**src/opus_id_header_parser_macros.svh**
```systemverilog
// ----------------------------------------------------------------------------
// Opus ID header parser assertion macros
// Shared concurrent assertion forms for the parser and its result queue.
// ----------------------------------------------------------------------------
`ifndef OPUS_ID_HEADER_PARSER_MACROS_SVH
`define OPUS_ID_HEADER_PARSER_MACROS_SVH

// same-cycle implication
`define OIHP_ASSERT_NOW(lbl, clk, rst, ante, cons, msg) \
   lbl: assert property (@(posedge clk) disable iff (rst) (ante) |-> (cons)) \
      else $error(msg);

// next-cycle implication
`define OIHP_ASSERT_NEXT(lbl, clk, rst, ante, cons, msg) \
   lbl: assert property (@(posedge clk) disable iff (rst) (ante) |=> (cons)) \
      else $error(msg);

`endif

```
**src/opus_ihp_pkg.sv**
```systemverilog
// ----------------------------------------------------------------------------
// Opus ID header parser package
// Status codes, result record and fixed header constants.
// ----------------------------------------------------------------------------
package opus_ihp_pkg;

   localparam logic [15:0] MIN_HEADER_LEN = 16'd19;
   localparam logic [15:0] MAP_HEADER_LEN = MIN_HEADER_LEN + 16'd2;
   localparam logic [7:0]  MAJOR_MASK     = 8'd240;
   localparam logic [7:0]  MAP_UNUSED     = 8'd255;
   localparam logic [8:0]  MAX_SUM        = 9'd255;

   typedef enum logic [3:0] {
      ST_OK       = 4'd0,
      ST_TRUNC    = 4'd1,
      ST_MAGIC    = 4'd2,
      ST_VERSION  = 4'd3,
      ST_ZERO_CH  = 4'd4,
      ST_FAM0_CH  = 4'd5,
      ST_STREAMS  = 4'd6,
      ST_COUPLED  = 4'd7,
      ST_MAP      = 4'd8,
      ST_TRAILING = 4'd9
   } status_type;

   typedef enum logic {
      KIND_MAP     = 1'b0,
      KIND_SUMMARY = 1'b1
   } kind_type;

   typedef struct packed {
      kind_type    kind;
      status_type  status;
      logic [7:0]  version;
      logic [7:0]  channels;
      logic [15:0] preskip;
      logic [31:0] sample_rate;
      logic [15:0] gain;
      logic [7:0]  mapping_family;
      logic [7:0]  stream_count;
      logic [7:0]  coupled_count;
      logic [7:0]  map_index;
      logic [7:0]  map_value;
   } result_type;

   // up to two results per accepted byte, first in order first
   typedef struct packed {
      logic       first_valid;
      logic       second_valid;
      result_type first;
      result_type second;
   } push_type;

   function automatic logic [7:0] magic_byte(input logic [2:0] idx);
      logic [7:0] val;
      case (idx)
         3'd0:    val = 8'h4F; // O
         3'd1:    val = 8'h70; // p
         3'd2:    val = 8'h75; // u
         3'd3:    val = 8'h73; // s
         3'd4:    val = 8'h48; // H
         3'd5:    val = 8'h65; // e
         3'd6:    val = 8'h61; // a
         3'd7:    val = 8'h64; // d
         default: val = 8'h00;
      endcase
      return val;
   endfunction

endpackage

```
**src/opus_ihp_fifo.sv**
```systemverilog
// ----------------------------------------------------------------------------
// Opus ID header parser result queue
// Small register queue that takes up to two results per cycle, emits one.
// ----------------------------------------------------------------------------
`include "opus_id_header_parser_macros.svh"

module opus_ihp_fifo #(
   parameter int DEPTH = 4
) (
   input  logic                    clock,
   input  logic                    reset,
   input  opus_ihp_pkg::push_type  push,
   input  logic                    pop,
   output opus_ihp_pkg::result_type head,
   output logic                    not_empty,
   output logic                    room_two
);
   import opus_ihp_pkg::*;

   localparam int PW = (DEPTH > 1) ? $clog2(DEPTH) : 1;
   localparam int CW = $clog2(DEPTH + 1);

   result_type      mem_ff [DEPTH];
   logic [PW-1:0]   wr_ptr_ff;
   logic [PW-1:0]   wr_ptr_in;
   logic [PW-1:0]   wr_ptr_next;
   logic [PW-1:0]   rd_ptr_ff;
   logic [PW-1:0]   rd_ptr_in;
   logic [CW-1:0]   count_ff;
   logic [CW-1:0]   count_in;

   function automatic logic [PW-1:0] ptr_inc(input logic [PW-1:0] p);
      logic [PW-1:0] r;
      if (p == PW'(DEPTH - 1)) begin
         r = '0;
      end else begin
         r = p + 1'b1;
      end
      return r;
   endfunction

   assign wr_ptr_next = ptr_inc(wr_ptr_ff);

   always_comb begin
      wr_ptr_in = wr_ptr_ff;
      if (push.first_valid && push.second_valid) begin
         wr_ptr_in = ptr_inc(wr_ptr_next);
      end else if (push.first_valid) begin
         wr_ptr_in = wr_ptr_next;
      end
      rd_ptr_in = pop ? ptr_inc(rd_ptr_ff) : rd_ptr_ff;
      count_in  = count_ff + CW'(push.first_valid) + CW'(push.second_valid)
                  - CW'(pop);
   end

   always_ff @(posedge clock) begin
      if (reset) begin
         wr_ptr_ff <= '0;
         rd_ptr_ff <= '0;
         count_ff  <= '0;
      end else begin
         wr_ptr_ff <= wr_ptr_in;
         rd_ptr_ff <= rd_ptr_in;
         count_ff  <= count_in;
      end
   end

   always_ff @(posedge clock) begin
      if (push.first_valid) begin
         mem_ff[wr_ptr_ff] <= push.first;
      end
      if (push.second_valid) begin
         mem_ff[wr_ptr_next] <= push.second;
      end
   end

   assign head      = mem_ff[rd_ptr_ff];
   assign not_empty = (count_ff != '0);
   assign room_two  = (count_ff <= CW'(DEPTH - 2));

   `OIHP_ASSERT_NOW(a_count_bound, clock, reset, 1'b1, count_ff <= CW'(DEPTH),
      "result queue overfilled")
   `OIHP_ASSERT_NOW(a_push_order, clock, reset, push.second_valid,
      push.first_valid, "second result pushed without first")
   `OIHP_ASSERT_NEXT(a_pop_count, clock, reset, pop && !push.first_valid,
      count_ff == $past(count_ff) - CW'(1), "pop did not drop count")

endmodule

```
**src/opus_id_header_parser.sv**
```systemverilog
// A byte's results reach rsp_* in the cycle after it is accepted when the
// result queue is empty. One byte per cycle while req_stall is low; a byte
// that yields a map entry and the summary pushes both, and the queue emits
// them one at a time. req_stall rises while the queue lacks room for two
// results. Synchronous reset clears parse state and queue; no clearing pass.
// ----------------------------------------------------------------------------
// Opus ID header parser
// Byte-serial parser for the Opus identification header with map entries.
// ----------------------------------------------------------------------------
`include "opus_id_header_parser_macros.svh"

module opus_id_header_parser #(
   parameter int RSP_DEPTH = 4
) (
   input  logic        clock,
   input  logic        reset,
   input  logic        req_valid,
   output logic        req_stall,
   input  logic [7:0]  req_data_byte,
   input  logic        req_last_byte,
   output logic        rsp_valid,
   input  logic        rsp_stall,
   output logic        rsp_kind,
   output logic [3:0]  rsp_status,
   output logic [7:0]  rsp_version,
   output logic [7:0]  rsp_channels,
   output logic [15:0] rsp_preskip,
   output logic [31:0] rsp_sample_rate,
   output logic [15:0] rsp_gain,
   output logic [7:0]  rsp_mapping_family,
   output logic [7:0]  rsp_stream_count,
   output logic [7:0]  rsp_coupled_count,
   output logic [7:0]  rsp_map_index,
   output logic [7:0]  rsp_map_value
);
   import opus_ihp_pkg::*;

   logic [15:0] pos_ff, pos_in;
   status_type  err_ff, err_in;
   logic [7:0]  version_ff, version_in;
   logic [7:0]  channel_ff, channel_in;
   logic [15:0] preskip_ff, preskip_in;
   logic [31:0] rate_ff, rate_in;
   logic [15:0] gain_ff, gain_in;
   logic [7:0]  family_ff, family_in;
   logic [7:0]  streams_ff, streams_in;
   logic [7:0]  coupled_ff, coupled_in;
   logic [7:0]  map_cnt_ff, map_cnt_in;

   logic        req_acc;
   logic        map_emit;
   logic        done;
   logic [8:0]  limit;
   status_type  sum_status;
   result_type  map_res;
   result_type  sum_res;
   push_type    push;
   result_type  head;
   logic        not_empty;
   logic        room_two;

   assign req_acc = req_valid && !req_stall;

   always_comb begin
      pos_in     = pos_ff;
      err_in     = err_ff;
      version_in = version_ff;
      channel_in = channel_ff;
      preskip_in = preskip_ff;
      rate_in    = rate_ff;
      gain_in    = gain_ff;
      family_in  = family_ff;
      streams_in = streams_ff;
      coupled_in = coupled_ff;
      map_cnt_in = map_cnt_ff;
      map_emit   = 1'b0;
      done       = 1'b0;
      sum_status = ST_OK;
      limit      = {1'b0, streams_ff} + {1'b0, coupled_ff};
      map_res    = '0;
      sum_res    = '0;
      push       = '0;

      if (req_acc) begin
         if (err_ff == ST_OK) begin
            if (pos_ff < 16'd8) begin
               if (req_data_byte != magic_byte(pos_ff[2:0])) begin
                  err_in = ST_MAGIC;
               end
            end else if (pos_ff == 16'd8) begin
               version_in = req_data_byte;
               if ((req_data_byte & MAJOR_MASK) != 8'd0) begin
                  err_in = ST_VERSION;
               end
            end else if (pos_ff == 16'd9) begin
               channel_in = req_data_byte;
               if (req_data_byte == 8'd0) begin
                  err_in = ST_ZERO_CH;
               end
            end else if (pos_ff < 16'd12) begin
               if (pos_ff[0]) begin
                  preskip_in[15:8] = req_data_byte;
               end else begin
                  preskip_in[7:0] = req_data_byte;
               end
            end else if (pos_ff < 16'd16) begin
               case (pos_ff[1:0])
                  2'd0:    rate_in[7:0]   = req_data_byte;
                  2'd1:    rate_in[15:8]  = req_data_byte;
                  2'd2:    rate_in[23:16] = req_data_byte;
                  2'd3:    rate_in[31:24] = req_data_byte;
                  default: rate_in        = rate_ff;
               endcase
            end else if (pos_ff < 16'd18) begin
               if (pos_ff[0]) begin
                  gain_in[15:8] = req_data_byte;
               end else begin
                  gain_in[7:0] = req_data_byte;
               end
            end else if (pos_ff == 16'd18) begin
               family_in = req_data_byte;
               if (req_data_byte == 8'd0) begin
                  if (channel_ff > 8'd2) begin
                     err_in = ST_FAM0_CH;
                  end
                  streams_in = 8'd1;
                  coupled_in = (channel_ff > 8'd1) ? 8'd1 : 8'd0;
               end
            end else if (family_ff == 8'd0) begin
               if (version_ff == 8'd0 || version_ff == 8'd1) begin
                  err_in = ST_TRAILING;
               end
            end else if (pos_ff == 16'd19) begin
               streams_in = req_data_byte;
               if (req_data_byte == 8'd0) begin
                  err_in = ST_STREAMS;
               end
            end else if (pos_ff == 16'd20) begin
               coupled_in = req_data_byte;
               if (req_data_byte > streams_ff ||
                   ({1'b0, req_data_byte} + {1'b0, streams_ff}) > MAX_SUM) begin
                  err_in = ST_COUPLED;
               end
            end else if (map_cnt_ff < channel_ff) begin
               if ({1'b0, req_data_byte} > limit && req_data_byte != MAP_UNUSED) begin
                  err_in = ST_MAP;
               end
               map_emit   = 1'b1;
               map_cnt_in = map_cnt_ff + 8'd1;
            end else begin
               if (version_ff == 8'd0 || version_ff == 8'd1) begin
                  err_in = ST_TRAILING;
               end
            end
         end

         // saturate the byte counter on very long packets
         if (pos_ff != 16'hFFFF) begin
            pos_in = pos_ff + 16'd1;
         end

         done = (pos_in >= MIN_HEADER_LEN) &&
                (family_in == 8'd0 ||
                 (pos_in >= MAP_HEADER_LEN && map_cnt_in == channel_in));
         sum_status = (err_in == ST_OK && !done) ? ST_TRUNC : err_in;

         map_res.kind           = KIND_MAP;
         map_res.status         = err_in;
         map_res.version        = version_in;
         map_res.channels       = channel_in;
         map_res.preskip        = preskip_in;
         map_res.sample_rate    = rate_in;
         map_res.gain           = gain_in;
         map_res.mapping_family = family_in;
         map_res.stream_count   = streams_in;
         map_res.coupled_count  = coupled_in;
         map_res.map_index      = map_cnt_ff;
         map_res.map_value      = req_data_byte;

         sum_res           = map_res;
         sum_res.kind      = KIND_SUMMARY;
         sum_res.status    = sum_status;
         sum_res.map_index = 8'd0;
         sum_res.map_value = 8'd0;

         if (map_emit) begin
            push.first_valid  = 1'b1;
            push.first        = map_res;
            push.second_valid = req_last_byte;
            push.second       = sum_res;
         end else begin
            push.first_valid = req_last_byte;
            push.first       = sum_res;
         end

         // clear for the next packet
         if (req_last_byte) begin
            pos_in     = '0;
            err_in     = ST_OK;
            version_in = '0;
            channel_in = '0;
            preskip_in = '0;
            rate_in    = '0;
            gain_in    = '0;
            family_in  = '0;
            streams_in = '0;
            coupled_in = '0;
            map_cnt_in = '0;
         end
      end
   end

   always_ff @(posedge clock) begin
      if (reset) begin
         pos_ff     <= '0;
         err_ff     <= ST_OK;
         version_ff <= '0;
         channel_ff <= '0;
         preskip_ff <= '0;
         rate_ff    <= '0;
         gain_ff    <= '0;
         family_ff  <= '0;
         streams_ff <= '0;
         coupled_ff <= '0;
         map_cnt_ff <= '0;
      end else begin
         pos_ff     <= pos_in;
         err_ff     <= err_in;
         version_ff <= version_in;
         channel_ff <= channel_in;
         preskip_ff <= preskip_in;
         rate_ff    <= rate_in;
         gain_ff    <= gain_in;
         family_ff  <= family_in;
         streams_ff <= streams_in;
         coupled_ff <= coupled_in;
         map_cnt_ff <= map_cnt_in;
      end
   end

   opus_ihp_fifo #(
      .DEPTH (RSP_DEPTH)
   ) u_fifo (
      .clock     (clock),
      .reset     (reset),
      .push      (push),
      .pop       (rsp_valid && !rsp_stall),
      .head      (head),
      .not_empty (not_empty),
      .room_two  (room_two)
   );

   assign req_stall          = !room_two;
   assign rsp_valid          = not_empty;
   assign rsp_kind           = head.kind;
   assign rsp_status         = head.status;
   assign rsp_version        = head.version;
   assign rsp_channels       = head.channels;
   assign rsp_preskip        = head.preskip;
   assign rsp_sample_rate    = head.sample_rate;
   assign rsp_gain           = head.gain;
   assign rsp_mapping_family = head.mapping_family;
   assign rsp_stream_count   = head.stream_count;
   assign rsp_coupled_count  = head.coupled_count;
   assign rsp_map_index      = head.map_index;
   assign rsp_map_value      = head.map_value;

   `OIHP_ASSERT_NEXT(a_last_clears, clock, reset, req_acc && req_last_byte,
      pos_ff == 16'd0 && err_ff == ST_OK, "state not cleared after last byte")
   `OIHP_ASSERT_NEXT(a_err_sticky, clock, reset,
      err_ff != ST_OK && !(req_acc && req_last_byte),
      err_ff == $past(err_ff), "error code changed within packet")
   `OIHP_ASSERT_NOW(a_map_bound, clock, reset, 1'b1, map_cnt_ff <= channel_ff,
      "map counter ran past channel count")

endmodule

```
**config.mk**
```make
export PLATFORM = sky130hd
export DESIGN_NAME = opus_id_header_parser
export DESIGN_NICKNAME = d
export VERILOG_FILES = /design/src/opus_ihp_pkg.sv /design/src/opus_ihp_fifo.sv /design/src/opus_id_header_parser.sv
export VERILOG_INCLUDE_DIRS = /design/src /design/src/src
export SDC_FILE = /design/constraint.sdc
export NUM_CORES = 1
export LEC_CHECK = 0
export BUFFER_PORTS_ARGS = -buffer_cell sky130_fd_sc_hd__buf_2
export CORE_MARGIN = 10
export CORE_UTILIZATION = 30
export DETAILED_ROUTE_END_ITERATION = 10
export GPL_TIMING_DRIVEN = 1
export RECOVER_POWER = 50
export SETUP_SLACK_MARGIN = 0.3
export SYNTH_ARGS = -nofsm -noshare
export SYNTH_HDL_FRONTEND = slang
export SYNTH_SLANG_ARGS = --single-unit
```
**constraint.sdc**
```tcl
create_clock -name clock -period 10.9 [get_ports clock]
set_input_delay 1.09 -clock clock [delete_from_list [all_inputs] [get_ports clock]]
set_output_delay 1.09 -clock clock [all_outputs]
set_load 0.005 [all_outputs]
```
# Word level (Yosys, flattened, before mapping)
# Memories as Yosys holds them, arrays and structs flattened. A register that Yosys moved wholly into a read port is not among the register bits.
# Cells that the tools add are included.
[totals] register_bits=139 ram_bits=500 rom_bits=48 input_bits=13 mem_count=2
[op_classes] addsub=10 magnitude_cmp=13 n_eq_ne=16 mux=150 n_reduce_logical=23
[memory_table] memory="u_fifo.mem_ff" depth=4 width=125 rd=1 rd_clocked_by_memory_dff=1 write_ports=2 line_no="opus_ihp_fifo.sv:23" text="result_type mem_ff [DEPTH];"
[memory_table] memory="(name not given)" depth=8 width=6 rd=1 rd_clocked_by_memory_dff=1 write_ports=0 line_no="opus_ihp_pkg.sv:56" text="case (idx)"
[op_table] cell="$mux W8" n=70
[op_table] cell="$mux W16" n=17
[op_table] cell="$mux W252" n=1
[op_table] cell="$mux W125" n=2
[op_table] cell="$mux W32" n=7
[op_table] cell="$mux W4" n=24
[op_table] cell="$eq A16 B5 Y1 const B" n=3
[op_table] cell="$eq A16 B4 Y1 const B" n=2
[op_table] cell="$ge A16 B5 Y1 const B" n=2
[op_table] cell="$logic_not A8 Y1" n=4
[op_table] cell="$lt A16 B4 Y1 const B" n=2
[op_table] cell="$lt A16 B5 Y1 const B" n=2
[op_table] cell="$mux W1" n=20
[op_table] cell="$add A8 B8 Y9" n=2
[op_table] cell="$add A16 B1 Y16 const B" n=1
[op_table] cell="$ne A16 B16 Y1 const B" n=1
[op_table] cell="$mux W2" n=7
[op_table] cell="$eq A2 B2 Y1 const B" n=5
[op_table] cell="$gt A8 B9 Y1" n=1
[op_table] cell="$gt A9 B8 Y1 const B" n=1
[op_table] cell="$add A8 B1 Y8 const B" n=1
[op_table] cell="$eq A8 B1 Y1 const B" n=1
[op_table] cell="$eq A8 B8 Y1" n=1
[op_table] cell="$gt A8 B1 Y1 const B" n=1
[op_table] cell="19 further kinds" n=34

# Longest topological paths before layout
[depth] word_depth=26 mapped_depth=18 mapped_depth_nobuf=18

# Hierarchy
# From an unflattened synthesis, not the netlist that was laid out.
[unflattened] hier_cells=2605 hier_area_um2=34256.6
[modules_own_cells] mod="opus_ihp_fifo" n_inst=1 cells_each=1264 area_per_inst_um2=24504.8 seq_area_each_um2=15194.6
[modules_own_cells] mod="opus_id_header_parser" n_inst=1 cells_each=1341 area_per_inst_um2=9751.9 seq_area_each_um2=2762.6

# Least setup slack after synthesis
# OpenSTA, ideal clock, no wires.
[synth_timing] kind="register to register" startpoint="register channel_ff[2]" endpoint="memory u_fifo.mem_ff[1][100] in the netlist's numbering, enable pin" t_arrival_ps=4600 t_required_ps=10438 setup_slack_ps=5838 stages_incl_launch_ff=15 n_path_buf=4 synth_period_minus_slack_ps=5062 path_cell_list="dfxtp_1 -> inv_1 -> ha_1 -> a211oi_1 -> o21ai_0 -> a41oi_1 -> and4_4 -> buf_6 -> buf_6 -> nand2_1 -> o21ai_1 -> nand2_1 -> buf_4 -> buf_6 -> inv_1"
[synth_rtl] element="start, declared" line_no="opus_id_header_parser.sv:41" text="logic [7:0] channel_ff, channel_in;"
[synth_rtl] element="start signal, assigned" line_no="opus_id_header_parser.sv:230" text="channel_ff <= channel_in;"
[synth_rtl] element="end, declared" line_no="opus_ihp_fifo.sv:23"

==> run metrics <==
post-route ant nets=0; failing checks=max-capacitance violations, max-slew violations; Avg Inst Size Synth=11.55 sq um; Pwr per Cell Area=180.7 nW/um^2; Syn Nets=2726; Worst path slowest cell=nand2_1; post-synthesis sequential area ratio=0.5647; IO Port Bufs=139; slowest stage delay, CP=1.98 ns; number of flops mapped to enable cells by yosys=436; Min Clock Period, post-route=7.839 ns; DRC viols=0; commonest cells after routing, fill and taps aside=675 x nor2_1, 436 x edfxtp_1, 210 x dfxtp_1, 183 x nand2_1, 158 x a21oi_1; Req. time, crit path=11.14 ns; hold slack=0.4612 ns; # setup viols final=0; reg-to-reg slack, setup=3.06 ns; DR iter-0 viols=2115; Synth Flop Type=edfxtp_1; fin area=34450 sq um; Synth async-reset ratio=0; first-pass detailed-route iteration total=6; Worst Reg-to-Reg Cells=10; Worst Path Buf+Inv=2; startpoint types=flop; Final Hold Violating Endpoints=0; routed vias=21490; ANT cells=0; Die X-Extent=339.7 um; worst-path fanout max=73; area leader, netlist=edfxtp_1; max cap viols=8; Slew HR=-1.526; vias in the first global route=21600; number of instances in the placed design=3981; critical path type=flop to flop; Top delay family on crit path=simple AND/OR/NAND/NOR gates; DP HPWL=53360 um; initial antenna violation count=6; die area=115400 sq um; htree depth=3; outcome=complete, but fails checks; Yosys reg bits=647; clock latency on the worst-skew pair=0.63 ns; Slew @ Worst Pin=3.789 ns; yosys warns=0; WL/cell=21.98 um; HP Class=flop to flop; Hold Path Origin=u_fifo.mem_ff[1][4]; P&R area growth vs syn=12.34%; Total Wirelength=90340 um; fraction of layout cells with a size suffix above 1=0.1641; IO Pins=140; Final Max Slew Viols=418; first-pass GRT wire length=137800 um; Synth Cell Area=30670 sq um; Die Height=339.7 um; Gate Count Post-Synth=2655; Critical Path AT=8.08 ns; hold depth=1; largest net degree at the start of global routing=88; Routability Congestion=0.9012; RR Endpoint=u_fifo.mem_ff[3][65]; GRT Util Overall=0.1532; CTS clk-pin slew, worst paths=0.06 ns; VDD IR max=0.1232 mV; root buffer cell=clkbuf_16; row count=117; Finished Layout Cells=4111; Initial Util=0.3019; hold buffers post-CTS=0; setup TNS=0 ns; via-per-instance ratio=5.227; Synth area leaders=edfxtp_1 43%, dfxtp_1 14%, mux4_2 9.2%; synth unique cells=89; clock skew=0.03922 ns; CTS tree=done; CP dominant cell by count=o21ai_0; static leakage=11.15 nW; total CTS buffers=70; CP Capture Type=flop; gr ovfl total=0; Longest Clk Path Bufs=3; RR Startpoint=map_cnt_ff[2]; Critical Path, Cell by Cell=ha_1 > a211oi_1 > o21ai_0 > a41oi_1 > and4_1 > a21oi_1 > o21ai_0 > nand2_1 > inv_4 > buf_4; number of setup buffers added after CTS=0; DP Area=32300 sq um; Yosys top cell area share=0.4269; Hold EP=u_fifo.mem_ff[1][4]; RSZ-0062 raised after global routing=no; layout net count=2756; most common cell after layout, fill and taps aside=nor2_1; Sinks on Clock Net=647; core region area=101600 sq um; post-cts sizing count=0; highest clock rate=127.6 MHz; Final Cycle Share=0.7192
[flip-flops by register name, summed over array words and instances (netlist names), 4 cells and up, named ones only]
signal / cells
family_ff: 8
version_ff: 8
map_cnt_ff: 8
pos_ff: 16
err_ff: 4
streams_ff: 8
u_fifo.mem_ff: 500
channel_ff: 8
gain_ff: 16
preskip_ff: 16
rate_ff: 32
coupled_ff: 8
[area by class of cell]
type	instances	area, sq um
clock buffers	97	1987
multi-input cells	1750	12060
fillers	10190	67140
clock inverters	33	351.6
well taps	1368	1712
flip-flops and latches	647	17320
repair buffers	168	830.8
inverters	48	188.9
[how the worst max path moves through the flow]
stage / from / endpoint / slack (ns) / cells after the start
3_3_place_gp: map_cnt_ff[2] / u_fifo.mem_ff[3][67] / 5.40 / 10
4_1_cts: map_cnt_ff[2] / u_fifo.mem_ff[3][81] / 5.39 / 10
5_1_grt: map_cnt_ff[2] / u_fifo.mem_ff[3][68] / 2.61 / 10
3_5_place_dp: map_cnt_ff[2] / u_fifo.mem_ff[3][67] / 5.39 / 10
2_1_floorplan: channel_ff[2] / u_fifo.mem_ff[1][100] / 5.84 / 14
6_report: map_cnt_ff[2] / u_fifo.mem_ff[3][65] / 3.06 / 10
[through the flow]
step / power (mW) / setup slack [ns] / utilization
3_5_place_dp: 3.913 / 5.391 / 0.3179
4_1_cts: 6.325 / 5.386 / 0.3409
3_3_place_gp: 3.914 / 5.395 / 0.3179
5_1_grt: 6.459 / 2.613 / 0.3391
2_1_floorplan: 3.450 / 5.838 / -
6_report: 6.224 / 3.061 / 0.3391
[cells by family after synthesis]
logic type                 synth area share
and+or+nand+nor                      0.1519
DFF                                  0.5647
AOI/OAI and AO/OA                   0.08686
buffers and inverters               0.04076
muxes                                0.1238
adders and majority gates           0.02464
xor gates and xnor gates           0.007425
[synth_stat cells (5+ instances only)]
master / count
a211oi_1: 6
a21o_1: 9
a21oi_1: 158
a22o_1: 9
a22oi_1: 15
a2bb2oi_1: 12
a31oi_1: 11
a32o_1: 64
a41oi_1: 6
and2_1: 15
and3_1: 10
buf_1: 32
buf_2: 36
buf_4: 25
buf_6: 19
clkbuf_1: 98
dfxtp_1: 211
edfxtp_1: 436
ha_1: 54
inv_1: 48
mux2_2: 80
mux2i_1: 8
mux4_2: 125
nand2_1: 183
nand2b_1: 10
nand3_1: 30
nand4_1: 14
nor2_1: 675
nor2b_1: 18
nor3_1: 35
nor4_1: 11
nor4_4: 5
o211ai_1: 6
o21ai_0: 45
o21ai_1: 7
o22ai_1: 10
or2_2: 5
or3_1: 5
or4_1: 6
xnor2_1: 16
xor2_1: 10
[power by group]
| part | total (mW) | leakage, nW | switching (mW) | internal (mW) |
|---|---|---|---|---|
| clock | 2.42 | 1.13 | 1.02 | 1.41 |
| combinational | 1.02 | 4.24 | 0.640 | 0.378 |
| sequential | 2.78 | 5.77 | 0.0774 | 2.71 |
[metal layers]
metal | up-vias | track usage | routed length [um]
li1 | 9723 | - | -
met3 | 147 | 0.03104 | 6558
met4 | 4 | 0.05370 | 2981
met1 | 10800 | 0.2027 | 38340
met2 | 815 | 0.2474 | 42440
met5 | - | 0 | 21
No activity file was read; power rests on OpenSTA's default activity.
